File: config.mk
export PLATFORM = sky130hd
export DESIGN_NAME = nhm_queue
export DESIGN_NICKNAME = d
export VERILOG_FILES = /design/src/hw/rtl/nhm_pkg.sv /design/src/hw/rtl/nhm_queue.sv
export SDC_FILE = /design/constraint.sdc
export NUM_CORES = 1
export LEC_CHECK = 0
export ABC_AREA = 1
export CORE_ASPECT_RATIO = 0.5
export CORE_MARGIN = 8
export CORE_UTILIZATION = 57
export DETAILED_ROUTE_END_ITERATION = 6
export DONT_BUFFER_PORTS = 1
export PLACE_DENSITY_LB_ADDON = 0.25
export SETUP_SLACK_MARGIN = 0.1
export SKIP_LAST_GASP = 1
export SLEW_MARGIN = 10
export SYNTH_ARGS = -nofsm -noshare
export SYNTH_HDL_FRONTEND = slang
export SYNTH_SLANG_ARGS = --single-unit
File: constraint.sdc
create_clock -name i_clk -period 3.9 [get_ports i_clk]
set_input_delay 0.195 -clock i_clk [delete_from_list [all_inputs] [get_ports i_clk]]
set_output_delay 0.195 -clock i_clk [all_outputs]
set_load 0.02 [all_outputs]
File: src/hw/rtl/nhm_pkg.sv
package nhm_pkg;

    // moving window of gyro samples
    localparam int WINDOW_SIZE = 64;
    localparam int PTR_W       = (WINDOW_SIZE > 1) ? $clog2(WINDOW_SIZE) : 1;
    // exact running sum of WINDOW_SIZE signed 32 bit rates
    localparam int SUM_W       = 32 + PTR_W;
    localparam int DIFF_W      = SUM_W + 1;

    // decoupling queue between front and back
    localparam int QDEPTH = 4;
    localparam int QPTR_W = $clog2(QDEPTH);
    localparam int QCNT_W = $clog2(QDEPTH + 1);

    // stream and config widths
    localparam int IN_W       = 176;
    localparam int OUT_W      = 8;
    localparam int CFG_IDX_W  = 3;
    localparam int CFG_DATA_W = 24;

    // sample kinds carried in tuser
    typedef enum logic [1:0] {
        K_IMU = 2'd0,
        K_INS = 2'd1,
        K_GPS = 2'd2,
        K_HDG = 2'd3
    } t_kind;

    // prioritized health codes
    typedef enum logic [2:0] {
        H_CM      = 3'd0,
        H_GYRO    = 3'd1,
        H_HEADING = 3'd2,
        H_SUBM    = 3'd3,
        H_POOR    = 3'd4
    } t_health;

    // config register indexes
    typedef enum logic [CFG_IDX_W-1:0] {
        CFG_GYRO_THR = 3'd0,
        CFG_HDG_THR  = 3'd1,
        CFG_POS_LIM  = 3'd2,
        CFG_BASE_TOL = 3'd3,
        CFG_BASE_EXP = 3'd4,
        CFG_HACC_LIM = 3'd5
    } t_cfg_idx;

    typedef struct packed {
        logic [23:0] gyro_thr;
        logic [15:0] hdg_thr;
        logic [19:0] pos_lim;
        logic [15:0] base_tol;
        logic [15:0] base_exp;
        logic [16:0] hacc_lim;
    } t_cfg;

    localparam t_cfg CFG_RESET = '{
        gyro_thr: 24'd13107,
        hdg_thr:  16'd768,
        pos_lim:  20'd1000,
        base_tol: 16'd30,
        base_exp: 16'd2020,
        hacc_lim: 17'd768
    };

    // one classified sample, gps and dual headings already folded into range
    typedef struct packed {
        t_kind              kind;
        logic signed [31:0] mems;
        logic signed [31:0] fog;
        logic signed [17:0] heading;
        logic [19:0]        hacc;
        logic [16:0]        hdg_acc;
        logic [3:0]         fixq;
        logic [15:0]        baseline;
    } t_item;

    typedef struct packed {
        logic              full;
        logic              empty;
        logic [QCNT_W-1:0] count;
    } t_q_status;

endpackage

File: src/hw/rtl/nhm_queue.sv
module nhm_queue (
    input  logic               i_clk,
    input  logic               i_rst_n,
    input  logic               i_push,
    input  nhm_pkg::t_item     i_item,
    input  logic               i_pop,
    output nhm_pkg::t_item     o_item,
    output nhm_pkg::t_q_status o_stat
);
    import nhm_pkg::*;

    t_item             r_mem [QDEPTH];
    logic [QPTR_W-1:0] r_wr;
    logic [QPTR_W-1:0] r_rd;
    logic [QCNT_W-1:0] r_count;
    logic [QCNT_W-1:0] n_count;

    assign o_item       = r_mem[r_rd];
    assign o_stat.full  = (r_count == QCNT_W'(QDEPTH));
    assign o_stat.empty = (r_count == '0);
    assign o_stat.count = r_count;

    // occupancy
    always_comb begin
        n_count = r_count;
        if (i_push && !i_pop) begin
            n_count = r_count + 1'b1;
        end else if (!i_push && i_pop) begin
            n_count = r_count - 1'b1;
        end
    end

    // pointers
    always_ff @(posedge i_clk) begin
        if (!i_rst_n) begin
            r_wr    <= '0;
            r_rd    <= '0;
            r_count <= '0;
        end else begin
            r_count <= n_count;
            if (i_push) begin
                r_wr <= (r_wr == QPTR_W'(QDEPTH - 1)) ? '0 : r_wr + 1'b1;
            end
            if (i_pop) begin
                r_rd <= (r_rd == QPTR_W'(QDEPTH - 1)) ? '0 : r_rd + 1'b1;
            end
        end
    end

    // entry storage
    always_ff @(posedge i_clk) begin
        if (i_push) begin
            r_mem[r_wr] <= i_item;
        end
    end

endmodule

==> impl_summary.md <==
Placement
The number of buffers added on ports is 0. The final RePlAce weighted congestion is 0.784. The placed wire-length estimate is 26.9 mm.

Critical path
The number of buffer and inverter stages on the critical path is 1. The type of origin of the critical path is a flip-flop. The category of the worst setup path capture point is a primary output.

In this run the worst path has a maximum fanout of 103. Walking the worst path, the cells encountered are buf_4 > o21ai_0 > o22ai_1. The required time at the endpoint of the critical path is 3700 ps.

The number of cells on the worst reg-to-reg path is 5. The startpoint identified for the worst register-to-register timing path is r_wr[0]$_SDFFE_PN0P_. The critical path arrival is 2920 ps.

On the critical path the largest part of the delay comes from buffers and inverters. The worst setup path category is reg -> out. The largest individual stage delay along the critical path comes from the cell sky130_fd_sc_hd__buf_4. The critical path crosses 3 cells after its start point. The maximum cell stage delay along the critical path is 840 ps.

GRT
Global routing finished with a remaining overflow of 0. The via count of the first global-routing pass is 12,500. The largest net degree at the start of global routing is 139. The first global-routing pass estimated 71.5 mm of wire. Global routing consumed, over all layers together, 20.8% of the routing resources.

The initial antenna violation count is 2.

Power and ir drop
The power after layout is 13.2 mW. Summed over all cells, the static leakage comes to 8.02 nW. The maximum vdd ir drop is 0.291 mV.

The total power per unit cell area is 537 mW/mm2.

Worst hold path
The tightest min-delay check is of the in -> reg type. Counting instances, the worst hold path has a depth of 2. The startpoint identified for the worst hold timing path is i_push.

CTS
Buffers added to address setup during post-CTS repair amount to 0. The number of hold buffers added after cts is 144. The buffer levels on the longest clock path is 3. Clock-pin slew was measured on the worst setup and hold paths at 60 ps. Counting every sink on the clock net gives 573. The H-tree was split into 2 levels. The CTS tree is yes. The quantity of gates resized following cts is 0. The number of clock buffers inserted by TritonCTS is 48.

The clock reaches the later pin of the worst-skew pair after 560 ps. The clock root buffer master is sky130_fd_sc_hd__clkbuf_16.

Floorplanning
The die height is 152 um. The row count is 50. For this design the top-level I/O count stands at 291. The area of the placeable core is 0.0370 mm2. Once the floorplan was initialized, standard cells occupied 57.3% of the core.

The area of the die is 0.0441 mm2. The chip width is 289 um.

Yosys
The Yosys step of the flow raised 0 warnings. The cell area after synthesis is 0.0212 mm2. The number of unique standard cell types used by synthesis is 21. In this run the mean area of a mapped cell was 14.9 um2. Synthesis produced a netlist whose cell count is 1,422. Of the synthesized area, sequential elements account for 80.6%. The post-synthesis net count is 1,574. The flip-flop and latch count after synthesis is 573.

Status
The run finished with clean final reports.

Timing
The worst pin sits at a relative slew slack of 31.6%. The period utilization is 79.8%. For the final routed database, the setup TNS stands at 0 ps. The final count of negative-setup-slack endpoints is 0.

The final-report hold violation count is 0. Setup repair after global routing left no endpoint under its margin. The clock skew is 21.2 ps. The maximum frequency from static timing analysis is 321 MHz. The slew of the pin with the lowest slew margin is 1030 ps. The max-slew violation count is 0. The final critical path time including I/O delays and setup is 3110 ps.

Drt
The violation count after the first detailed-route iteration is 1,115. The total length of routed wires is 47.4 mm. Before antenna repair, the detailed router went through 5 iterations. The count of nets left with antenna violations after detail routing is 0. Dividing the detail-routed wire length by the instance count gives 22.8 um.

The final routed DRC violation total is 0. For this block, the via count after detailed routing is 12,400. After detailed routing, the number of vias per cell comes to 5.97.

Run
The number of violations of the max-capacitance limit is 0.

Cells and area
Of the cells placed in the final design, the portion with a size suffix greater than 1 is 6.08%. In the layout the commonest cells are sky130_fd_sc_hd__edfxtp_1, sky130_fd_sc_hd__nor2_1, sky130_fd_sc_hd__o21ai_0. The layout overhead on the synthesized area is 16.0%. The most frequent standard cell in the layout excluding fill and tap cells is sky130_fd_sc_hd__edfxtp_1. The net count of the finished layout is 1,695.
-- sequential cells by signal, indices dropped and copies added (netlist names), named ones only --
name	flops
r_mem	564
r_count	3
r_rd	2
r_wr	2
-- metrics by stage --
| step | instances | worst slack [ps] | instance area (um2) | hold WS, ps | util, % |
|---|---|---|---|---|---|
| floorplan | 1422 | 101 | 21200 | 294 | - |
| global placement | 1843 | 1440 | 21600 | 294 | 58.4 |
| detailed placement | 1843 | 1380 | 21600 | 294 | 58.4 |
| CTS | 2073 | 758 | 24600 | 232 | 66.5 |
| global route | 2074 | 589 | 24600 | 242 | 66.5 |
| finish | 2074 | 788 | 24600 | 195 | 66.5 |
-- Yosys cell counts --
cell                       number  area, um2
sky130_fd_sc_hd__inv_1         14       52.6
sky130_fd_sc_hd__edfxtp_1     564      16900
sky130_fd_sc_hd__o21ai_0      282       1410
sky130_fd_sc_hd__o21ai_1        3       15.0
sky130_fd_sc_hd__fa_1           1       20.0
sky130_fd_sc_hd__ha_1           6       75.1
sky130_fd_sc_hd__nor3_1         4       20.0
sky130_fd_sc_hd__inv_2          2       7.51
sky130_fd_sc_hd__nand4_1        1       6.26
sky130_fd_sc_hd__dfxtp_1        9        180
sky130_fd_sc_hd__clkbuf_2      12       60.1
sky130_fd_sc_hd__buf_2         34        170
sky130_fd_sc_hd__a21oi_1        3       15.0
sky130_fd_sc_hd__o22ai_1      141        882
sky130_fd_sc_hd__xor2_1         1       8.76
sky130_fd_sc_hd__buf_4         20        150
sky130_fd_sc_hd__nor2_1       290       1090
sky130_fd_sc_hd__nand3_1        1       5.00
sky130_fd_sc_hd__clkbuf_1      25       93.8
sky130_fd_sc_hd__buf_6          1       11.3
sky130_fd_sc_hd__nand2_1        8       30.0
-- cell families after synthesis --
kind of cell / synth area share, %
AO/OA/AOI/OAI: 10.9
flip-flops: 80.6
buffers and inverters: 2.57
adder cells (fa/ha/maj): 0.448
AND/OR/NAND/NOR: 5.41
XOR/XNOR: 0.0412
-- where the power goes --
part	switching, mW	internal (mW)
sequential	0.0953	7.04
clock	2.09	2.69
combinational	0.987	0.312
total	3.17	10.0
-- final timing paths --
kind | endpoint | slack [ps]
max | o_item[93] | 790
max reg2reg | r_mem[0][81]$_DFFE_PP_ | 1710
min reg2reg | r_wr[1]$_SDFFE_PN0P_ | 540
min | r_mem[2][125]$_DFFE_PP_ | 190
-- cell type report --
class	instances	area [um2]
well taps	494	618
fillers	2463	12400
repair buffers	163	1660
multi-input cells	741	3580
diodes	1	2.50
flip-flops and latches	573	17100
inverters	16	90.1
clock buffers	53	1240
clock inverters	33	320
-- metal layers --
layer | up-vias | share of wire (%) | global-route usage (%)
met2 | 462 | 53 | 37.3
met4 | 0 | 3.3 | 7.59
met5 | - | 0 | 0
met3 | 100 | 6.1 | 3.97
met1 | 6190 | 38 | 24.9
li1 | 5625 | - | -
-- worst reg2reg max path: cells and delay by family, from the launching register on --
| kind | cells | cell delay (ps) |
|---|---|---|
| buffers and inverters | 3 | 1210 |
| flip-flops | 1 | 340 |
| AND/OR/NAND/NOR | 1 | 110 |
| adder cells (fa/ha/maj) | 1 | 150 |
Note: power is estimated with default switching activity, not from simulation.
