`config.mk`:
```
export PLATFORM = sky130hd
export DESIGN_NAME = nhm_front
export DESIGN_NICKNAME = d
export VERILOG_FILES = /design/src/hw/rtl/nhm_pkg.sv /design/src/hw/rtl/nhm_front.sv
export SDC_FILE = /design/constraint.sdc
export NUM_CORES = 1
export LEC_CHECK = 0
export BUFFER_PORTS_ARGS = -buffer_cell sky130_fd_sc_hd__buf_4
export CAP_MARGIN = 20
export CORE_AREA = 5 5 125 127
export DETAILED_ROUTE_END_ITERATION = 8
export DIE_AREA = 0 0 130 132
export SYNTH_ARGS = -nofsm -noshare
export SYNTH_HDL_FRONTEND = slang
export SYNTH_SLANG_ARGS = --single-unit
```
`constraint.sdc`:
```
create_clock -name vclk -period 1.42
set_input_delay 0 -clock vclk [all_inputs]
set_output_delay 0 -clock vclk [all_outputs]
set_load 0.03 [all_outputs]
```
`src/hw/rtl/nhm_pkg.sv`:
```
package nhm_pkg;

    // moving window of gyro samples
    localparam int WINDOW_SIZE = 64;
    localparam int PTR_W       = (WINDOW_SIZE > 1) ? $clog2(WINDOW_SIZE) : 1;
    // exact running sum of WINDOW_SIZE signed 32 bit rates
    localparam int SUM_W       = 32 + PTR_W;
    localparam int DIFF_W      = SUM_W + 1;

    // decoupling queue between front and back
    localparam int QDEPTH = 4;
    localparam int QPTR_W = $clog2(QDEPTH);
    localparam int QCNT_W = $clog2(QDEPTH + 1);

    // stream and config widths
    localparam int IN_W       = 176;
    localparam int OUT_W      = 8;
    localparam int CFG_IDX_W  = 3;
    localparam int CFG_DATA_W = 24;

    // sample kinds carried in tuser
    typedef enum logic [1:0] {
        K_IMU = 2'd0,
        K_INS = 2'd1,
        K_GPS = 2'd2,
        K_HDG = 2'd3
    } t_kind;

    // prioritized health codes
    typedef enum logic [2:0] {
        H_CM      = 3'd0,
        H_GYRO    = 3'd1,
        H_HEADING = 3'd2,
        H_SUBM    = 3'd3,
        H_POOR    = 3'd4
    } t_health;

    // config register indexes
    typedef enum logic [CFG_IDX_W-1:0] {
        CFG_GYRO_THR = 3'd0,
        CFG_HDG_THR  = 3'd1,
        CFG_POS_LIM  = 3'd2,
        CFG_BASE_TOL = 3'd3,
        CFG_BASE_EXP = 3'd4,
        CFG_HACC_LIM = 3'd5
    } t_cfg_idx;

    typedef struct packed {
        logic [23:0] gyro_thr;
        logic [15:0] hdg_thr;
        logic [19:0] pos_lim;
        logic [15:0] base_tol;
        logic [15:0] base_exp;
        logic [16:0] hacc_lim;
    } t_cfg;

    localparam t_cfg CFG_RESET = '{
        gyro_thr: 24'd13107,
        hdg_thr:  16'd768,
        pos_lim:  20'd1000,
        base_tol: 16'd30,
        base_exp: 16'd2020,
        hacc_lim: 17'd768
    };

    // one classified sample, gps and dual headings already folded into range
    typedef struct packed {
        t_kind              kind;
        logic signed [31:0] mems;
        logic signed [31:0] fog;
        logic signed [17:0] heading;
        logic [19:0]        hacc;
        logic [16:0]        hdg_acc;
        logic [3:0]         fixq;
        logic [15:0]        baseline;
    } t_item;

    typedef struct packed {
        logic              full;
        logic              empty;
        logic [QCNT_W-1:0] count;
    } t_q_status;

endpackage

```
`src/hw/rtl/nhm_front.sv`:
```
module nhm_front (
    input  logic                     i_tvalid,
    output logic                     o_tready,
    input  logic [nhm_pkg::IN_W-1:0] i_tdata,
    input  logic [1:0]               i_tuser,
    input  nhm_pkg::t_q_status       i_qstat,
    output logic                     o_push,
    output nhm_pkg::t_item           o_item
);
    import nhm_pkg::*;

    // gps and dual headings above half a turn move down one full turn
    function automatic logic signed [17:0] fold_heading(input logic signed [17:0] h);
        logic signed [18:0] w;
        w = 19'(h);
        if (w > 19'sd46080) begin
            w = w - 19'sd92160;
        end
        return w[17:0];
    endfunction

    logic signed [17:0] ins_hdg;
    logic signed [17:0] gps_hdg;
    logic signed [17:0] dual_hdg;

    // accept whenever the queue has room
    assign o_tready = !i_qstat.full;
    assign o_push   = i_tvalid && !i_qstat.full;

    // unpack payload
    assign ins_hdg  = i_tdata[81:64];
    assign gps_hdg  = i_tdata[99:82];
    assign dual_hdg = i_tdata[158:141];

    always_comb begin
        o_item.kind     = t_kind'(i_tuser);
        o_item.mems     = i_tdata[31:0];
        o_item.fog      = i_tdata[63:32];
        o_item.hacc     = i_tdata[119:100];
        o_item.hdg_acc  = i_tdata[136:120];
        o_item.fixq     = i_tdata[140:137];
        o_item.baseline = i_tdata[174:159];
        // pick the heading that this kind updates
        case (t_kind'(i_tuser))
            K_INS:   o_item.heading = ins_hdg;
            K_GPS:   o_item.heading = fold_heading(gps_hdg);
            K_HDG:   o_item.heading = fold_heading(dual_hdg);
            default: o_item.heading = '0;
        endcase
    end

endmodule

```
==> results of run 1 <==
## worst paths after layout
kind          from         end  slack, ns  cells past startpoint
min   i_tdata[108]  o_item[45]   0.000008                      0
max   i_tdata[142]  o_item[72]      -0.20                     10
## cell usage after synthesis, types with 2 or more instances
master / n
buf_4: 123
o21ai_0: 13
a22o_1: 12
mux2_2: 11
nor2_1: 11
a21oi_1: 7
inv_1: 7
nand2_1: 5
nor4_1: 5
xnor2_1: 5
o22ai_1: 4
and3_1: 2
buf_6: 2
clkbuf_1: 2
ha_1: 2
nand2b_1: 2
nand3_1: 2
nand3b_1: 2
nand4b_1: 2
nor2b_1: 2
o211ai_1: 2
o21a_1: 2
o21ai_1: 2
or3_1: 2
## kinds of logic (layout without fill, tap and decap cells)
family / Yosys count / after routing / synth area share, %
AOI/OAI and AO/OA: 51 / 52 / 21.2
xor gates and xnor gates: 6 / 6 / 2.98
adders and majority gates: 2 / 2 / 1.42
buffers and inverters: 136 / 125 / 56.1
muxes: 12 / 12 / 7.59
and+or+nand+nor: 36 / 36 / 10.7
## where the power goes
group | internal, mW | switching (mW)
Combinational | 0.400 | 0.370
Clock | 0 | 0
Sequential | 0 | 0
## worst max-delay path: stages
cell and delay, ns:
buf_8 0.10, nor4_4 0.32, buf_4 0.16, nand3b_1 0.15
buf_4 0.20, o21bai_4 0.15, or3_1 0.13, and3_4 0.19
o22ai_4 0.07, buf_6 0.15
## final cells by class
class / instances / area (µm²) / share of cell area [%]
multi-input combinational: 108 / 931 / 42.9
inverter: 7 / 26.3 / 1.21
timing repair buffer: 118 / 981 / 45.2
tap: 184 / 230 / 10.6
## repair_timing
action / CTS / global route
buffers inserted: 3 / 2
cloned: 1 / 0
setup endpoints to repair: 7 / 7
pin swaps: 21 / 0
gates resized for setup: 40 / 2
## through the flow
stage                     power [mW]  util (%)  setup WS [ns]  cell area [µm²]  hold slack, ns
after floorplan                0.972         -        -0.0234             1810           0.110
after global placement         0.702      13.5         -0.432             1930        0.000205
after detailed placement       0.705      13.5         -0.444             1930        0.000205
after CTS                      0.777      15.0         -0.178             2150        0.000205
after global routing           0.828      15.1         -0.300             2170       0.0000453
final                          0.771      15.1         -0.197             2170      0.00000840
## routing by layer
layer | global-route usage, % | up-vias
met3 | 5.15 | 66
met1 | 7.54 | 672
li1 | - | 698
met4 | 5.37 | 0
met5 | 0 | -
met2 | 13.7 | 135
==> run summary, run 1 <==
Hold WC Path Type = in -> out
Worst Path Max Fanout = 4
Register Area = 0 µm²
Final-report hold violation count = 0
Yosys warns = 0
Max-cap viol count = 0
Synthesized instance count = 243
Via count = 1571
RSZ-0062 raised after global routing = true
Drt initial violations = 36
Kind of critical path = in -> out
Peak VDD IR = 0.0820 mV
Non-Filler Instances = 417
Sequential element share of the synthesized area = 0%
Gr ovfl total = 0
DRC = 0
Pwr per Cell Area = 355 nW/µm²
Failing checks = setup timing
Worst path arrival time = 1.62 ns
RD Place Congestion = 0.735
Met2 wire len = 3560 µm
Final WL = 7840 µm
Max Used Layer = met4
Seq_cells = 0
Drt pass-1 iters = 5
Commonest non-fill, non-tap cell in the layout = buf_4
Die H = 132 µm
Startpoint Class = input port
Fin nets = 421
Yosys cell types = 38
Synth area leader = buf_4
Most frequent cells in the layout = buf_4 (98), buf_6 (16), a22o_1 (12), mux2_2 (11), o21ai_0 (11)
Slew margin rel. = 77.1%
Crit. End Element = output port
Num rows = 44
P_leak = 0.936 nW
Crit share post-route = 114%
Area contributors post-synth = buf_4 (52%), mux2_2 (7.0%), a22o_1 (6.0%)
Antenna violations before repair = 0
Initial Utilization = 12.3%
Die Footprint = 17200 µm²
Status = complete, but fails checks
Hold Buf Count CTS = 0
I/O pins = 327
Vias per inst = 3.77
Worst Setup Slack, final = -0.197 ns
Vias in the first global route = 1691
Min Tclk post-route = 1.62 ns
Syn nets = 429
Share of layout cells above drive strength 1 = 64.4%
Final setup vio count = 7
Buffers added on ports = 80
DR WL/cell = 18.8 µm
M1 WL = 2420 µm
Post-synthesis area per instance = 7.26 µm²
Diode count = 0
Die span in x = 130 µm
All-layer global routing usage = 8.30%
Least-Margin Pin Slew = 0.341 ns
First-pass GRT wire length = 10700 µm
Placed Cells = 411
Max Clk Rate = 618 MHz
Largest net degree at the start of global routing = 19
Synth top area share = 52.3%
Detail Route Antenna Nets = 0
Setup TNS = -1.14 ns
Clkbuf count = 0
Layout area overhead = 22.9%
Dpl hpwl = 6640 µm
Critical Path RT = 1.42 ns
Core Area = 14300 µm²
# fillers = 1668
Met3 Wirelength = 1300 µm
Max Slew Vio Count = 0
Netlist Area Pre-Place = 1760 µm²
No activity file was read; power rests on OpenSTA's default activity.
==> run 2, diff against run 1 <==
- ABC_AREA: default -> 1
==> run summary, run 2 <==
Status = finished clean
Clkbuf count = 0 (unchanged)
Drt initial violations = 25 (-31%)
Largest net degree at the start of global routing = 18 (-1)
Critical Path RT = 1.42 ns (about the same)
Diode count = 0 (unchanged)
Synth top area share = 48.6% (-3.7 points)
Syn nets = 506 (+18%)
Final WL = 7770 µm (-0.91%)
CP bufs+invs = 3 (-1)
Final setup vio count = 0 (-7)
Die Footprint = 17200 µm² (unchanged)
Share of layout cells above drive strength 1 = 37.7% (-27 points)
Core Area = 14300 µm² (unchanged)
DR WL/cell = 16.9 µm (-10%)
Worst path arrival time = 1.25 ns (-0.37 ns)
Top cells by count, synth = buf_4 (123), nand2_1 (78), nand3_1 (49)
Hold WS = 0.00000840 ns (unchanged)
Vias in the first global route = 1821 (+7.7%)
Crit share post-route = 88.0% (-26 points)
Pwr per Cell Area = 346 nW/µm² (-2.6%)
Die span in x = 130 µm (unchanged)
Setup TNS = 0 ns (+1.14 ns)
Antenna violations before repair = 0 (unchanged)
Max Slew Vio Count = 0 (unchanged)
Layout area overhead = -4.74%
Gr ovfl total = 0 (unchanged)
Synth area leader = buf_4
Fin nets = 464 (+10%)
Sw Share = 58.6% (+11 points)
Post-synthesis area per instance = 5.94 µm² (-18%)
Sequential group share of total power = 0% (unchanged)
Startpoint Class = input port
Commonest non-fill, non-tap cell in the layout = buf_4
Area contributors post-synth = buf_4 (49%), nand2_1 (15%), nand3_1 (13%)
Yosys warns = 0 (unchanged)
Placed Cells = 460 (+12%)
Min Tclk post-route = 1.25 ns (-0.368 ns)
Kind of critical path = in -> out
Placed inst area = 1800 µm² (-6.8%)
Crit. End Element = output port
Yosys cell types = 26 (-32%)
Sequential element share of the synthesized area = 0% (unchanged)
Netlist Area Pre-Place = 1900 µm² (+7.7%)
Buffers added on ports = 80 (unchanged)
Vias per inst = 3.75 (-0.35%)
Non-Filler Instances = 460 (+10%)
Least-Margin Pin Slew = 0.257 ns (-0.0839 ns)
Switching power = 367 µW (-0.85%)
Seq_cells = 0 (unchanged)
Fin util = 12.6% (-2.5 points)
Hold WC Path Type = in -> out
RSZ-0062 raised after global routing = false
DRC = 0 (unchanged)
Via count = 1727 (+9.9%)
Dpl hpwl = 7010 µm (+5.5%)
Num rows = 44 (unchanged)
RD Place Congestion = 0.781 (+6.2%)
Worst Path Max Fanout = 7 (+3)
All-layer global routing usage = 8.45% (+0.15 points)
Die H = 132 µm (unchanged)
Drt pass-1 iters = 4 (-1)
Peak VDD IR = 0.128 mV (+56%)
I/O pins = 327 (unchanged)
Post-CTS setup buffers = 0 (-3)
Detail Route Antenna Nets = 0 (unchanged)
Cell with the most instances after synthesis = buf_4
Max Clk Rate = 800 MHz (+29%)
CP delay by family, top = simple AND/OR/NAND/NOR gates
Slew margin rel. = 82.8% (+5.8 points)
Worst path max stage delay = 0.25 ns (-0.07 ns)
Slowest CP cell = a21oi_4
Final-report hold violation count = 0 (unchanged)
Synthesized instance count = 320 (+32%)
P_leak = 0.901 nW (-3.7%)
Initial Utilization = 13.3% (+0.94 points)
Logic pwr share = 100.0% (about the same)
Clock power frac = 0% (unchanged)
Register Area = 0 µm² (unchanged)
Internal power = 259 µW (-35%)
Cell-by-cell listing of the critical path = buf_4 -> inv_2 -> nor2_1 -> nand3b_4 -> a21oi_4 -> nand2_4 -> nand2_1 -> nand3_1 -> nand3_1 -> buf_4
First-pass GRT wire length = 10800 µm (+1.3%)
Finished Cell Area = 1810 µm² (-17%)
Max-cap viol count = 0 (unchanged)
Most frequent cells in the layout = buf_4 (82), nand2_1 (78), nand3_1 (49), inv_1 (17), nor2_1 (16)
==> run 2: layout make-up <==
class | instances | area [µm²]
fill | 1682 | 12500
inverter | 24 | 95.1
multi-input combinational | 170 | 868
tap | 184 | 230
timing repair buffer | 82 | 616
==> run 2: worst paths after layout <==
path | start | to | cells after the start
worst min-delay path | i_tdata[8] | o_item[115] | 0
worst max-delay path | i_tdata[156] | o_item[73] | 10
==> run 2: layer usage <==
metal / GRT usage, % / wire [µm]
met1: 7.95 / 2430
met2: 13.4 / 3460
met3: 4.86 / 1210
met4: 6.06 / 620
met5: 2.06 / 43
==> run 2: kinds of logic (layout without fill, tap and decap cells) <==
family                     Yosys count  in the layout  synth area share (%)
xor gates and xnor gates             4              4                  1.84
AOI/OAI and AO/OA                    6              6                  3.10
buffers and inverters              150            106                  54.7
and+or+nand+nor                    158            158                  39.1
adders and majority gates            2              2                  1.32
==> run 2: power by group through the flow <==
stage	logic, mW	clock network, mW	registers [mW]
after floorplan	0.963	0	0
after global placement	0.638	0	0
after detailed placement	0.640	0	0
after CTS	0.641	0	0
after global routing	0.689	0	0
final	0.626	0	0
==> run 2: what timing repair did <==
| action | CTS | global route |
|---|---|---|
| endpoints found under the setup margin | 0 | 2 |
| hold buffers | 0 | 0 |
| resized for setup | 0 | 1 |
==> run 2: metrics by stage <==
stage / total power, mW / worst slack, ns
global route: 0.689 / 0.00613
global placement: 0.638 / 0.0491
CTS: 0.641 / 0.0777
finish: 0.626 / 0.171
floorplan: 0.963 / 0.459
detailed placement: 0.640 / 0.0800
